File: config.mk
export PLATFORM = sky130hd
export DESIGN_NAME = segment_heap_allocator
export DESIGN_NICKNAME = d
export VERILOG_FILES = /design/src/rtl/core/sha_pkg.sv /design/src/rtl/core/sha_fit_unit.sv /design/src/rtl/core/segment_heap_allocator.sv
export SDC_FILE = /design/constraint.sdc
export NUM_CORES = 2
export LEC_CHECK = 0
export ABC_AREA = 1
export BUFFER_PORTS_ARGS = -buffer_cell sky130_fd_sc_hd__clkbuf_2
export CAP_MARGIN = 0
export CORE_ASPECT_RATIO = 0.6
export CORE_MARGIN = 5
export CORE_UTILIZATION = 25
export DETAILED_ROUTE_END_ITERATION = 8
export PLACE_DENSITY = 0.43
export SLEW_MARGIN = 25
export SYNTH_ARGS = -nofsm -noshare
export SYNTH_HDL_FRONTEND = slang
export SYNTH_SLANG_ARGS = --single-unit
export TNS_END_PERCENT = 10
File: constraint.sdc
create_clock -name clk -period 16.4 [get_ports clk]
set_input_delay 0.82 -clock clk [delete_from_list [all_inputs] [get_ports clk]]
set_output_delay 0.82 -clock clk [all_outputs]
set_load 0.05 [all_outputs]
File: src/rtl/core/sha_pkg.sv
// Shared types, codes and sizes of the segment heap allocator.
`timescale 1ns / 1ps
package sha_pkg;

	localparam int HEAP_BYTES   = 65536;
	localparam int MAX_SEGMENTS = 64;
	localparam int OFF_W        = $clog2(HEAP_BYTES);
	localparam int LEN_W        = $clog2(HEAP_BYTES + 1);
	localparam int IDX_W        = $clog2(MAX_SEGMENTS);
	localparam int CNT_W        = $clog2(MAX_SEGMENTS + 1);

	typedef enum logic [0:0] {
		OP_ALLOC = 1'b0,
		OP_FREE  = 1'b1
	} op_t;

	typedef enum logic [1:0] {
		FIT_FIRST = 2'd0,
		FIT_NEXT  = 2'd1,
		FIT_BEST  = 2'd2,
		FIT_WORST = 2'd3
	} fit_mode_t;

	typedef enum logic [1:0] {
		STAT_OK      = 2'd0,
		STAT_NOFIT   = 2'd1,
		STAT_BADFREE = 2'd2,
		STAT_FULL    = 2'd3
	} status_t;

	typedef enum logic [2:0] {
		ST_INIT,
		ST_IDLE,
		ST_SCAN,
		ST_DECIDE,
		ST_MOVE,
		ST_FIN0,
		ST_FIN1,
		ST_DONE
	} state_t;

	typedef struct packed {
		logic [OFF_W-1:0] off;
		logic [LEN_W-1:0] len;
		logic             free;
	} seg_t;

	typedef struct packed {
		logic        op;
		logic [16:0] req_size;
		logic [15:0] free_offset;
	} req_t;

	typedef struct packed {
		logic [1:0]  status;
		logic [15:0] granted_offset;
	} rsp_t;

	// Per-entry verdicts of the compare unit
	typedef struct packed {
		logic take_pick;
		logic take_hi;
		logic contains;
	} fit_flags_t;

endpackage

File: src/rtl/core/sha_fit_unit.sv
// Compare unit that judges one table entry against the current request.
`timescale 1ns / 1ps
module sha_fit_unit (
	input  sha_pkg::seg_t                 entry,
	input  logic                          op,
	input  logic [1:0]                    mode,
	input  logic [sha_pkg::LEN_W-1:0]     need,
	input  logic [sha_pkg::OFF_W-1:0]     where_off,
	input  logic [sha_pkg::OFF_W-1:0]     cursor,
	input  logic                          pick_vld,
	input  logic [sha_pkg::LEN_W-1:0]     pick_len,
	input  logic                          hi_vld,
	input  logic                          start_found,
	output sha_pkg::fit_flags_t           flags
);
	import sha_pkg::*;

	logic             fits;
	logic             contains;
	logic             started;
	logic [LEN_W-1:0] cur_dist;

	assign fits     = entry.free && (entry.len >= need);
	assign cur_dist = {1'b0, cursor} - {1'b0, entry.off};
	assign contains = (cursor >= entry.off) && (cur_dist < entry.len);
	assign started  = start_found || contains;

	always_comb begin
		flags = '0;
		flags.contains = contains;
		if (op == OP_FREE) begin
			flags.take_pick = !pick_vld && (entry.off == where_off);
		end else begin
			case (fit_mode_t'(mode))
				FIT_FIRST: flags.take_pick = fits && !pick_vld;
				FIT_NEXT: begin
					flags.take_pick = fits && !pick_vld;
					flags.take_hi   = fits && !hi_vld && started;
				end
				FIT_BEST:  flags.take_pick = fits && (!pick_vld || entry.len < pick_len);
				FIT_WORST: flags.take_pick = entry.free &&
					(!pick_vld || entry.len >= pick_len);
				default:   flags.take_pick = 1'b0;
			endcase
		end
	end

endmodule

File: src/rtl/core/segment_heap_allocator.sv
// Top level: segment table memory, scan/move sequencer and result register.
`timescale 1ns / 1ps
// One request at a time. Each request scans the used entries of the segment
// table once, one entry per cycle through the table's single read port; on
// success it then shifts the tail of the table by one entry per cycle to open
// a slot on a split or close one or two on a merge, then writes one or two
// entries. After reset the block writes the initial whole-heap segment before
// it takes its first item. fit_mode may be written whenever the block is idle
// and acts on the next item.
module segment_heap_allocator (
	input  logic          clk,
	input  logic          arst_n,
	input  logic          in_valid,
	output logic          in_ready,
	input  sha_pkg::req_t in_data,
	output logic          out_valid,
	input  logic          out_ready,
	output sha_pkg::rsp_t out_data,
	input  logic          cfg_we,
	input  logic [1:0]    cfg_wdata
);
	import sha_pkg::*;

	state_t state_q, state_d;

	seg_t             mem [MAX_SEGMENTS];
	seg_t             rd_data;
	logic [IDX_W-1:0] rd_addr;
	logic             wr_en;
	logic [IDX_W-1:0] wr_addr;
	seg_t             wr_data;

	logic [1:0]       fit_mode_q;
	logic [CNT_W-1:0] count_q;
	logic [OFF_W-1:0] cursor_q;
	logic             cur_vld_q;

	logic             op_q;
	logic [1:0]       mode_q;
	logic [LEN_W-1:0] need_q;
	logic [OFF_W-1:0] where_q;

	logic [CNT_W-1:0] scan_idx_q;
	logic             ev_vld_s1;
	logic [IDX_W-1:0] ev_idx_s1;
	logic             pick_vld_q, hi_vld_q, start_found_q;
	logic [IDX_W-1:0] pick_idx_q, hi_idx_q;
	seg_t             pick_e_q, hi_e_q, prev_e_q, hprev_e_q, nxt_e_q;
	logic             grab_next_q, nxt_vld_q;
	fit_flags_t       flags;

	logic             mv_up_q;
	logic [1:0]       mv_r_q;
	logic [CNT_W-1:0] mv_dst_q, mv_lim_q, mv_src;
	logic             mv_act;
	logic             mv_vld_s1;
	logic [IDX_W-1:0] mv_dst_s1;

	logic [1:0]       res_status_q;
	logic [OFF_W-1:0] res_off_q;
	logic [CNT_W-1:0] cnt_new_q;
	logic             cur_upd_q;
	logic [IDX_W-1:0] wr0_idx_q, wr1_idx_q;
	seg_t             wr0_e_q, wr1_e_q;
	logic             wr1_vld_q;

	// decision, worked out from the scan results
	logic [1:0]       d_status;
	logic [OFF_W-1:0] d_off;
	logic [CNT_W-1:0] d_cnt;
	logic             d_cur;
	logic [IDX_W-1:0] d_wr0_idx, d_wr1_idx;
	seg_t             d_wr0_e, d_wr1_e;
	logic             d_wr1_vld, d_mv_up;
	logic [1:0]       d_mv_r;
	logic [CNT_W-1:0] d_mv_dst, d_mv_lim;

	logic             fp_vld;
	logic [IDX_W-1:0] fp_idx;
	seg_t             fp_e;
	logic [LEN_W-1:0] rest_len;
	logic             pf, nf;
	logic [LEN_W-1:0] merged_len;

	logic             scan_issue;
	logic             load_out;
	logic             out_valid_q;
	rsp_t             out_data_q;

	sha_fit_unit u_fit (
		.entry       (rd_data),
		.op          (op_q),
		.mode        (mode_q),
		.need        (need_q),
		.where_off   (where_q),
		.cursor      (cursor_q),
		.pick_vld    (pick_vld_q),
		.pick_len    (pick_e_q.len),
		.hi_vld      (hi_vld_q),
		.start_found (start_found_q),
		.flags       (flags)
	);

	assign scan_issue = (state_q == ST_SCAN) && (scan_idx_q < count_q);
	assign mv_src     = mv_up_q ? (mv_dst_q + CNT_W'(mv_r_q)) : (mv_dst_q - 1'b1);
	assign mv_act     = (state_q == ST_MOVE) &&
		(mv_up_q ? (mv_src < count_q) : (mv_dst_q >= mv_lim_q));
	assign load_out   = (state_q == ST_DONE) && (!out_valid_q || out_ready);

	// memory: one write and one registered read per cycle
	always_ff @(posedge clk) begin
		if (wr_en) begin
			mem[wr_addr] <= wr_data;
		end
		rd_data <= mem[rd_addr];
	end

	always_comb begin
		rd_addr = '0;
		wr_en   = 1'b0;
		wr_addr = '0;
		wr_data = '0;
		in_ready = (state_q == ST_IDLE);
		case (state_q)
			ST_INIT: begin
				wr_en   = 1'b1;
				wr_data = '{off: '0, len: LEN_W'(HEAP_BYTES), free: 1'b1};
			end
			ST_SCAN: rd_addr = scan_idx_q[IDX_W-1:0];
			ST_MOVE: begin
				rd_addr = mv_src[IDX_W-1:0];
				wr_en   = mv_vld_s1;
				wr_addr = mv_dst_s1;
				wr_data = rd_data;
			end
			ST_FIN0: begin
				wr_en   = 1'b1;
				wr_addr = wr0_idx_q;
				wr_data = wr0_e_q;
			end
			ST_FIN1: begin
				wr_en   = 1'b1;
				wr_addr = wr1_idx_q;
				wr_data = wr1_e_q;
			end
			default: ;
		endcase
	end

	always_comb begin
		state_d = state_q;
		case (state_q)
			ST_INIT: state_d = ST_IDLE;
			ST_IDLE: if (in_valid) state_d = ST_SCAN;
			ST_SCAN: if (!scan_issue && !ev_vld_s1) state_d = ST_DECIDE;
			ST_DECIDE: state_d = (d_status == STAT_OK) ? ST_MOVE : ST_DONE;
			ST_MOVE: if (!mv_act && !mv_vld_s1) state_d = ST_FIN0;
			ST_FIN0: state_d = wr1_vld_q ? ST_FIN1 : ST_DONE;
			ST_FIN1: state_d = ST_DONE;
			ST_DONE: if (load_out) state_d = ST_IDLE;
			default: state_d = ST_IDLE;
		endcase
	end

	always_comb begin
		fp_vld = pick_vld_q;
		fp_idx = pick_idx_q;
		fp_e   = pick_e_q;
		if (fit_mode_t'(mode_q) == FIT_NEXT && hi_vld_q) begin
			fp_vld = 1'b1;
			fp_idx = hi_idx_q;
			fp_e   = hi_e_q;
		end
		if (fit_mode_t'(mode_q) == FIT_WORST && fp_e.len < need_q) begin
			fp_vld = 1'b0;
		end
		rest_len   = fp_e.len - need_q;
		pf         = (pick_idx_q != '0) && hprev_e_q.free;
		nf         = nxt_vld_q && nxt_e_q.free;
		merged_len = pick_e_q.len + (nf ? nxt_e_q.len : '0) + (pf ? hprev_e_q.len : '0);

		d_status  = STAT_OK;
		d_off     = '0;
		d_cnt     = count_q;
		d_cur     = 1'b0;
		d_wr0_idx = fp_idx;
		d_wr0_e   = fp_e;
		d_wr1_vld = 1'b0;
		d_wr1_idx = fp_idx + 1'b1;
		d_wr1_e   = '0;
		d_mv_up   = 1'b1;
		d_mv_r    = '0;
		d_mv_dst  = count_q;
		d_mv_lim  = '0;
		if (op_q == OP_ALLOC) begin
			if (need_q == '0 || !fp_vld) begin
				d_status = STAT_NOFIT;
			end else if (fp_e.len == need_q) begin
				d_off        = fp_e.off;
				d_cur        = 1'b1;
				d_wr0_e.free = 1'b0;
			end else if (count_q >= CNT_W'(MAX_SEGMENTS)) begin
				d_status = STAT_FULL;
			end else begin
				// open slot p+1 by shifting the tail up, then split
				d_off     = OFF_W'({1'b0, fp_e.off} + rest_len);
				d_cur     = 1'b1;
				d_cnt     = count_q + 1'b1;
				d_wr0_e   = '{off: fp_e.off, len: rest_len, free: 1'b1};
				d_wr1_vld = 1'b1;
				d_wr1_e   = '{off: d_off, len: need_q, free: 1'b0};
				d_mv_up   = 1'b0;
				d_mv_lim  = CNT_W'(fp_idx) + CNT_W'(2);
			end
		end else begin
			if (!pick_vld_q || pick_e_q.free) begin
				d_status = STAT_BADFREE;
			end else begin
				// merge with the lower and upper neighbors where free, drop the absorbed slots
				d_wr0_idx = pf ? (pick_idx_q - 1'b1) : pick_idx_q;
				d_wr0_e   = '{off: (pf ? hprev_e_q.off : pick_e_q.off),
					len: merged_len, free: 1'b1};
				d_mv_r    = {1'b0, pf} + {1'b0, nf};
				d_mv_dst  = pf ? CNT_W'(pick_idx_q) : (CNT_W'(pick_idx_q) + 1'b1);
				d_cnt     = count_q - CNT_W'(d_mv_r);
			end
		end
	end

	always_ff @(posedge clk or negedge arst_n) begin
		if (!arst_n) begin
			state_q     <= ST_INIT;
			fit_mode_q  <= FIT_NEXT;
			count_q     <= CNT_W'(1);
			cursor_q    <= '0;
			cur_vld_q   <= 1'b0;
			ev_vld_s1   <= 1'b0;
			mv_vld_s1   <= 1'b0;
			out_valid_q <= 1'b0;
		end else begin
			state_q   <= state_d;
			ev_vld_s1 <= scan_issue;
			mv_vld_s1 <= mv_act;
			if (cfg_we) begin
				fit_mode_q <= cfg_wdata;
			end
			if (load_out) begin
				out_valid_q <= 1'b1;
				count_q     <= cnt_new_q;
				if (cur_upd_q) begin
					cursor_q  <= res_off_q;
					cur_vld_q <= 1'b1;
				end
			end else if (out_ready) begin
				out_valid_q <= 1'b0;
			end
		end
	end

	always_ff @(posedge clk) begin
		ev_idx_s1 <= scan_idx_q[IDX_W-1:0];
		mv_dst_s1 <= mv_dst_q[IDX_W-1:0];
		if (state_q == ST_IDLE) begin
			op_q          <= in_data.op;
			mode_q        <= fit_mode_q;
			need_q        <= in_data.req_size;
			where_q       <= in_data.free_offset;
			scan_idx_q    <= '0;
			pick_vld_q    <= 1'b0;
			hi_vld_q      <= 1'b0;
			start_found_q <= !cur_vld_q;
			grab_next_q   <= 1'b0;
			nxt_vld_q     <= 1'b0;
		end
		if (scan_issue) begin
			scan_idx_q <= scan_idx_q + 1'b1;
		end
		if (ev_vld_s1) begin
			prev_e_q <= rd_data;
			if (flags.contains) begin
				start_found_q <= 1'b1;
			end
			if (flags.take_pick) begin
				pick_vld_q  <= 1'b1;
				pick_idx_q  <= ev_idx_s1;
				pick_e_q    <= rd_data;
				hprev_e_q   <= prev_e_q;
				grab_next_q <= 1'b1;
			end else if (grab_next_q) begin
				nxt_e_q     <= rd_data;
				nxt_vld_q   <= 1'b1;
				grab_next_q <= 1'b0;
			end
			if (flags.take_hi) begin
				hi_vld_q <= 1'b1;
				hi_idx_q <= ev_idx_s1;
				hi_e_q   <= rd_data;
			end
		end
		if (state_q == ST_DECIDE) begin
			res_status_q <= d_status;
			res_off_q    <= d_off;
			cnt_new_q    <= (d_status == STAT_OK) ? d_cnt : count_q;
			cur_upd_q    <= d_cur;
			wr0_idx_q    <= d_wr0_idx;
			wr0_e_q      <= d_wr0_e;
			wr1_vld_q    <= d_wr1_vld;
			wr1_idx_q    <= d_wr1_idx;
			wr1_e_q      <= d_wr1_e;
			mv_up_q      <= d_mv_up;
			mv_r_q       <= d_mv_r;
			mv_dst_q     <= d_mv_dst;
			mv_lim_q     <= d_mv_lim;
		end
		if (mv_act) begin
			mv_dst_q <= mv_up_q ? (mv_dst_q + 1'b1) : (mv_dst_q - 1'b1);
		end
		if (load_out) begin
			out_data_q.status         <= res_status_q;
			out_data_q.granted_offset <= res_off_q;
		end
	end

	assign out_valid = out_valid_q;
	assign out_data  = out_data_q;

	a_count_range: assert property (@(posedge clk) disable iff (!arst_n)
		(count_q != '0) && (count_q <= CNT_W'(MAX_SEGMENTS)))
		else $error("segment count out of range");

	a_scan_inside: assert property (@(posedge clk) disable iff (!arst_n)
		ev_vld_s1 |-> (CNT_W'(ev_idx_s1) < count_q))
		else $error("scan read beyond table");

	a_one_at_a_time: assert property (@(posedge clk) disable iff (!arst_n)
		(in_valid && in_ready) |=> !in_ready)
		else $error("second item taken while busy");

	a_move_write_in_move: assert property (@(posedge clk) disable iff (!arst_n)
		mv_vld_s1 |-> (state_q == ST_MOVE))
		else $error("table shift write outside move phase");

endmodule
==> qor.yml <==
status: "finished, final reports clean"
clockBufferDepth: 4
drive_gt1_share_pct: 7.81
cp.required_ps: 17250
synthFlopType: "edfxtp_1"
leakage_uw: 0.0452
fin_crit_sh_pct: 48.3
initial_core_util_pct: 25.1
place_congestion: 0.905
antenna_found_initial: 27
ir_drop_v: 0.000132
maxSlewViolCount: 0
synth_area_leader_cell: "edfxtp_1"
grt_pass1_wl_um: 538000
seq_power_share_pct: 40.8
numCtsBuffers: 240
die_area_mm2: 0.464
path_buf_inv: 7
grt_use_met3_pct: 4.33
max_cap_violations: 0
io_pins: 61
worstPathMaxFanout: 134
worst_slew_margin_rel_pct: 25.3
die_h_um: 530
hold_violations: 0
tns_ps: 0
r2r_slack_ps: 8470
post-route-min-period_ps: 7930
p_int_uw: 13600
register_area_mm2: 0.0777
first_global_vias: 69500
multi_input_area_mm2: 0.0283
synth_top_area_share_pct: 67.4
h-tree-depth: 4
cts_tree: "built"
fmax_mhz: 126
grt_max_degree: 217
clk_latency_ps: 940
clk_pin_slew_ps: 70
grtUsageMet2_pct: 21.4
drc: 0
cts-root-buf: "clkbuf_16"
viasPerCell: 4.73
setup_viol: 0
nNetsFinal: 9763
dp_hpwl_um: 224000
power_density_mw_per_mm2: 176
pwr-share-comb_pct: 34.1
synth-seq-cells: 2609
setup.worst_path.class: "reg2reg"
cpLargestDelayFamily: "buffers and inverters"
reg2reg_from: "state_q[2]"
synth_area_leaders: "edfxtp_1 67%, nand2_1 7.5%, o211ai_1 6.2%, nand3_1 5.1%, inv_1 3.9%"
numClockSinks: 2609
grt_use_total_pct: 16.0
rsz0062_at_grt: "no"
synth_edf_count: 2526
arrival_ps: 8780
clock_skew_ps: 105
crit_chain: "inv_4 > nor2_8 > nand2_1 > nand2_8 > buf_4 > buf_4 > buf_4 > buf_4 > buf_4 > buf_4 > nand2_1 > nand2_1 > nand2_1 > nand3_1 > nand3_1 > nand3_1 > nand3_1 > nand2_1"
yosys_warnings: 0
start_kind: "flop"
min_from: "in_data[25]"
endpoint_kind: "flop"
slowest_stage: "buf_4"
drt.antenna.violating_nets: 0
routed_wl_um: 383000
crit_top_cell: "buf_4"
worstMarginPinSlew_ps: 1120
hold_class: "in2reg"
grt_overflow: 0
num_vias: 74300
netlist_area_mm2: 0.112
synth_cells: 9573
syn_avg_cell_area_um2: 11.8
port_buffers: 60
netSwitchingPower_uw: 8850
die_w_um: 876
drt_first_pass_iters: 6
p_sw_share_pct: 39.4
max_stage_delay_ps: 860
rows: 190
grtUsageMet1_pct: 25.7
area_growth_pct: 13.3
startpoint: "state_q[2]"
clock_power_share_pct: 25.1
fillCellCount: 45700
fin_util_pct: 28.5
cts_setup_buffers: 0
final_common_cell: "edfxtp_1"
final_cell_mix: "2526 x edfxtp_1, 2251 x nand2_1, 1150 x inv_1"
async_reset_ff_share_pct: 1.23
ys_types: 60
core_area_mm2: 0.447
synth_nets: 9783
wl_per_cell_um: 24.4
drt-initial-drc-count: 8938
ys_seq_area_share_pct: 69.1
grt-busiest-layer: "met1"
-- synth_stat cells (6+ instances only) --
| cell | instances |
|---|---|
| nor2_1 | 246 |
| nand4_1 | 25 |
| o21ai_0 | 154 |
| fa_1 | 22 |
| inv_1 | 1155 |
| clkbuf_1 | 91 |
| xor2_1 | 42 |
| dfrtp_1 | 30 |
| ha_1 | 147 |
| buf_1 | 27 |
| or2_2 | 44 |
| inv_2 | 11 |
| nand2_2 | 6 |
| nor3_1 | 23 |
| buf_6 | 19 |
| a21o_1 | 6 |
| o22ai_1 | 12 |
| xnor2_1 | 17 |
| nand2_1 | 2251 |
| o21ai_1 | 7 |
| dfxtp_1 | 51 |
| a21oi_1 | 127 |
| buf_2 | 329 |
| mux2_2 | 16 |
| edfxtp_1 | 2526 |
| o211ai_1 | 926 |
| nand3_1 | 1138 |
| buf_4 | 55 |
-- flip-flops by register name, summed over array words and instances, names as in the netlist, 17 cells and up --
register / cells
pick_e_q: 34
wr1_e_q: 33
nxt_e_q: 18
rd_data: 34
prev_e_q: 34
hi_e_q: 34
hprev_e_q: 34
need_q: 17
wr0_e_q: 34
mem: 2176
out_data: 18
-- power groups by stage --
stage	clock (uW)	sequential, uW	combinational (uW)
3_5_place_dp	0	9310	7570
2_1_floorplan	0	9270	4430
4_1_cts	5780	9170	7590
3_3_place_gp	0	9300	7490
5_1_grt	6070	9200	8310
6_report	5630	9170	7640
-- area by class of cell --
cell class / instances / area share (%)
Sequential cell: 2609 / 61.0
Antenna cell: 4 / 0.00786
Multi-Input combinational cell: 5271 / 22.2
Timing Repair Buffer: 260 / 1.53
Clock buffer: 304 / 5.04
Clock inverter: 134 / 0.903
Tap cell: 5952 / 5.84
Inverter: 1171 / 3.47
-- stage by stage --
| stage | total power [uW] | hold slack [ps] | setup WS [ps] | cells | area, um2 |
|---|---|---|---|---|---|
| final | 22400 | 84.5 | 8470 | 15700 | 127000 |
| after global routing | 23600 | 8.78 | 7960 | 15700 | 127000 |
| after CTS | 22500 | 5.25 | 8620 | 15700 | 127000 |
| after detailed placement | 16900 | 405 | 8540 | 15200 | 120000 |
| after global placement | 16800 | 401 | 8710 | 15200 | 120000 |
| after floorplan | 13700 | 371 | 9860 | 9573 | 112000 |
-- worst register-to-register path, cell delays in order, from the launching register on --
cell and delay [ps]:
dfrtp_1 580, inv_4 160, nor2_8 320, nand2_1 210
nand2_8 620, buf_4 810, buf_4 670, buf_4 730
buf_4 820, buf_4 970, buf_4 890, nand2_1 160
nand2_1 100, nand2_1 50, nand3_1 120, nand3_1 270
nand3_1 190, nand3_1 150, nand2_1 100
-- kinds of logic (layout without fill, tap and decap cells) --
kind of cell,Yosys count,after routing,share of synthesized area [%]
xor+xnor,59,59,0.459
flops,2609,2609,69.1
other cells,0,4,0
buf+inv,1693,1869,6.34
mux,18,18,0.178
compound gates,1273,1273,7.87
simple gates,3752,3752,14.1
fa+ha+maj,169,169,2.03
-- repair_timing --
action | CTS | global route
resized for setup | 0 | 0
hold endpoints to repair | 37 | 0
hold buffers | 17 | 0
-- layer usage --
layer	vias up	routed length, um
met1	37500	193000
li1	33600	-
met3	368	37100
met4	2	5120
met2	2789	148000
met5	-	13
-- path summary, 6_finish.rpt --
path | depth (start not counted) | end
worst max-delay path | 18 | rd_data[24]
worst min-delay path | 1 | need_q[9]
worst min register to register | 0 | hprev_e_q[22]
worst max register to register | 18 | rd_data[24]
max in group asynchronous | 3 | count_q[6]
min in group asynchronous | 3 | ev_vld_s1
No activity file was read; power rests on OpenSTA's default activity.
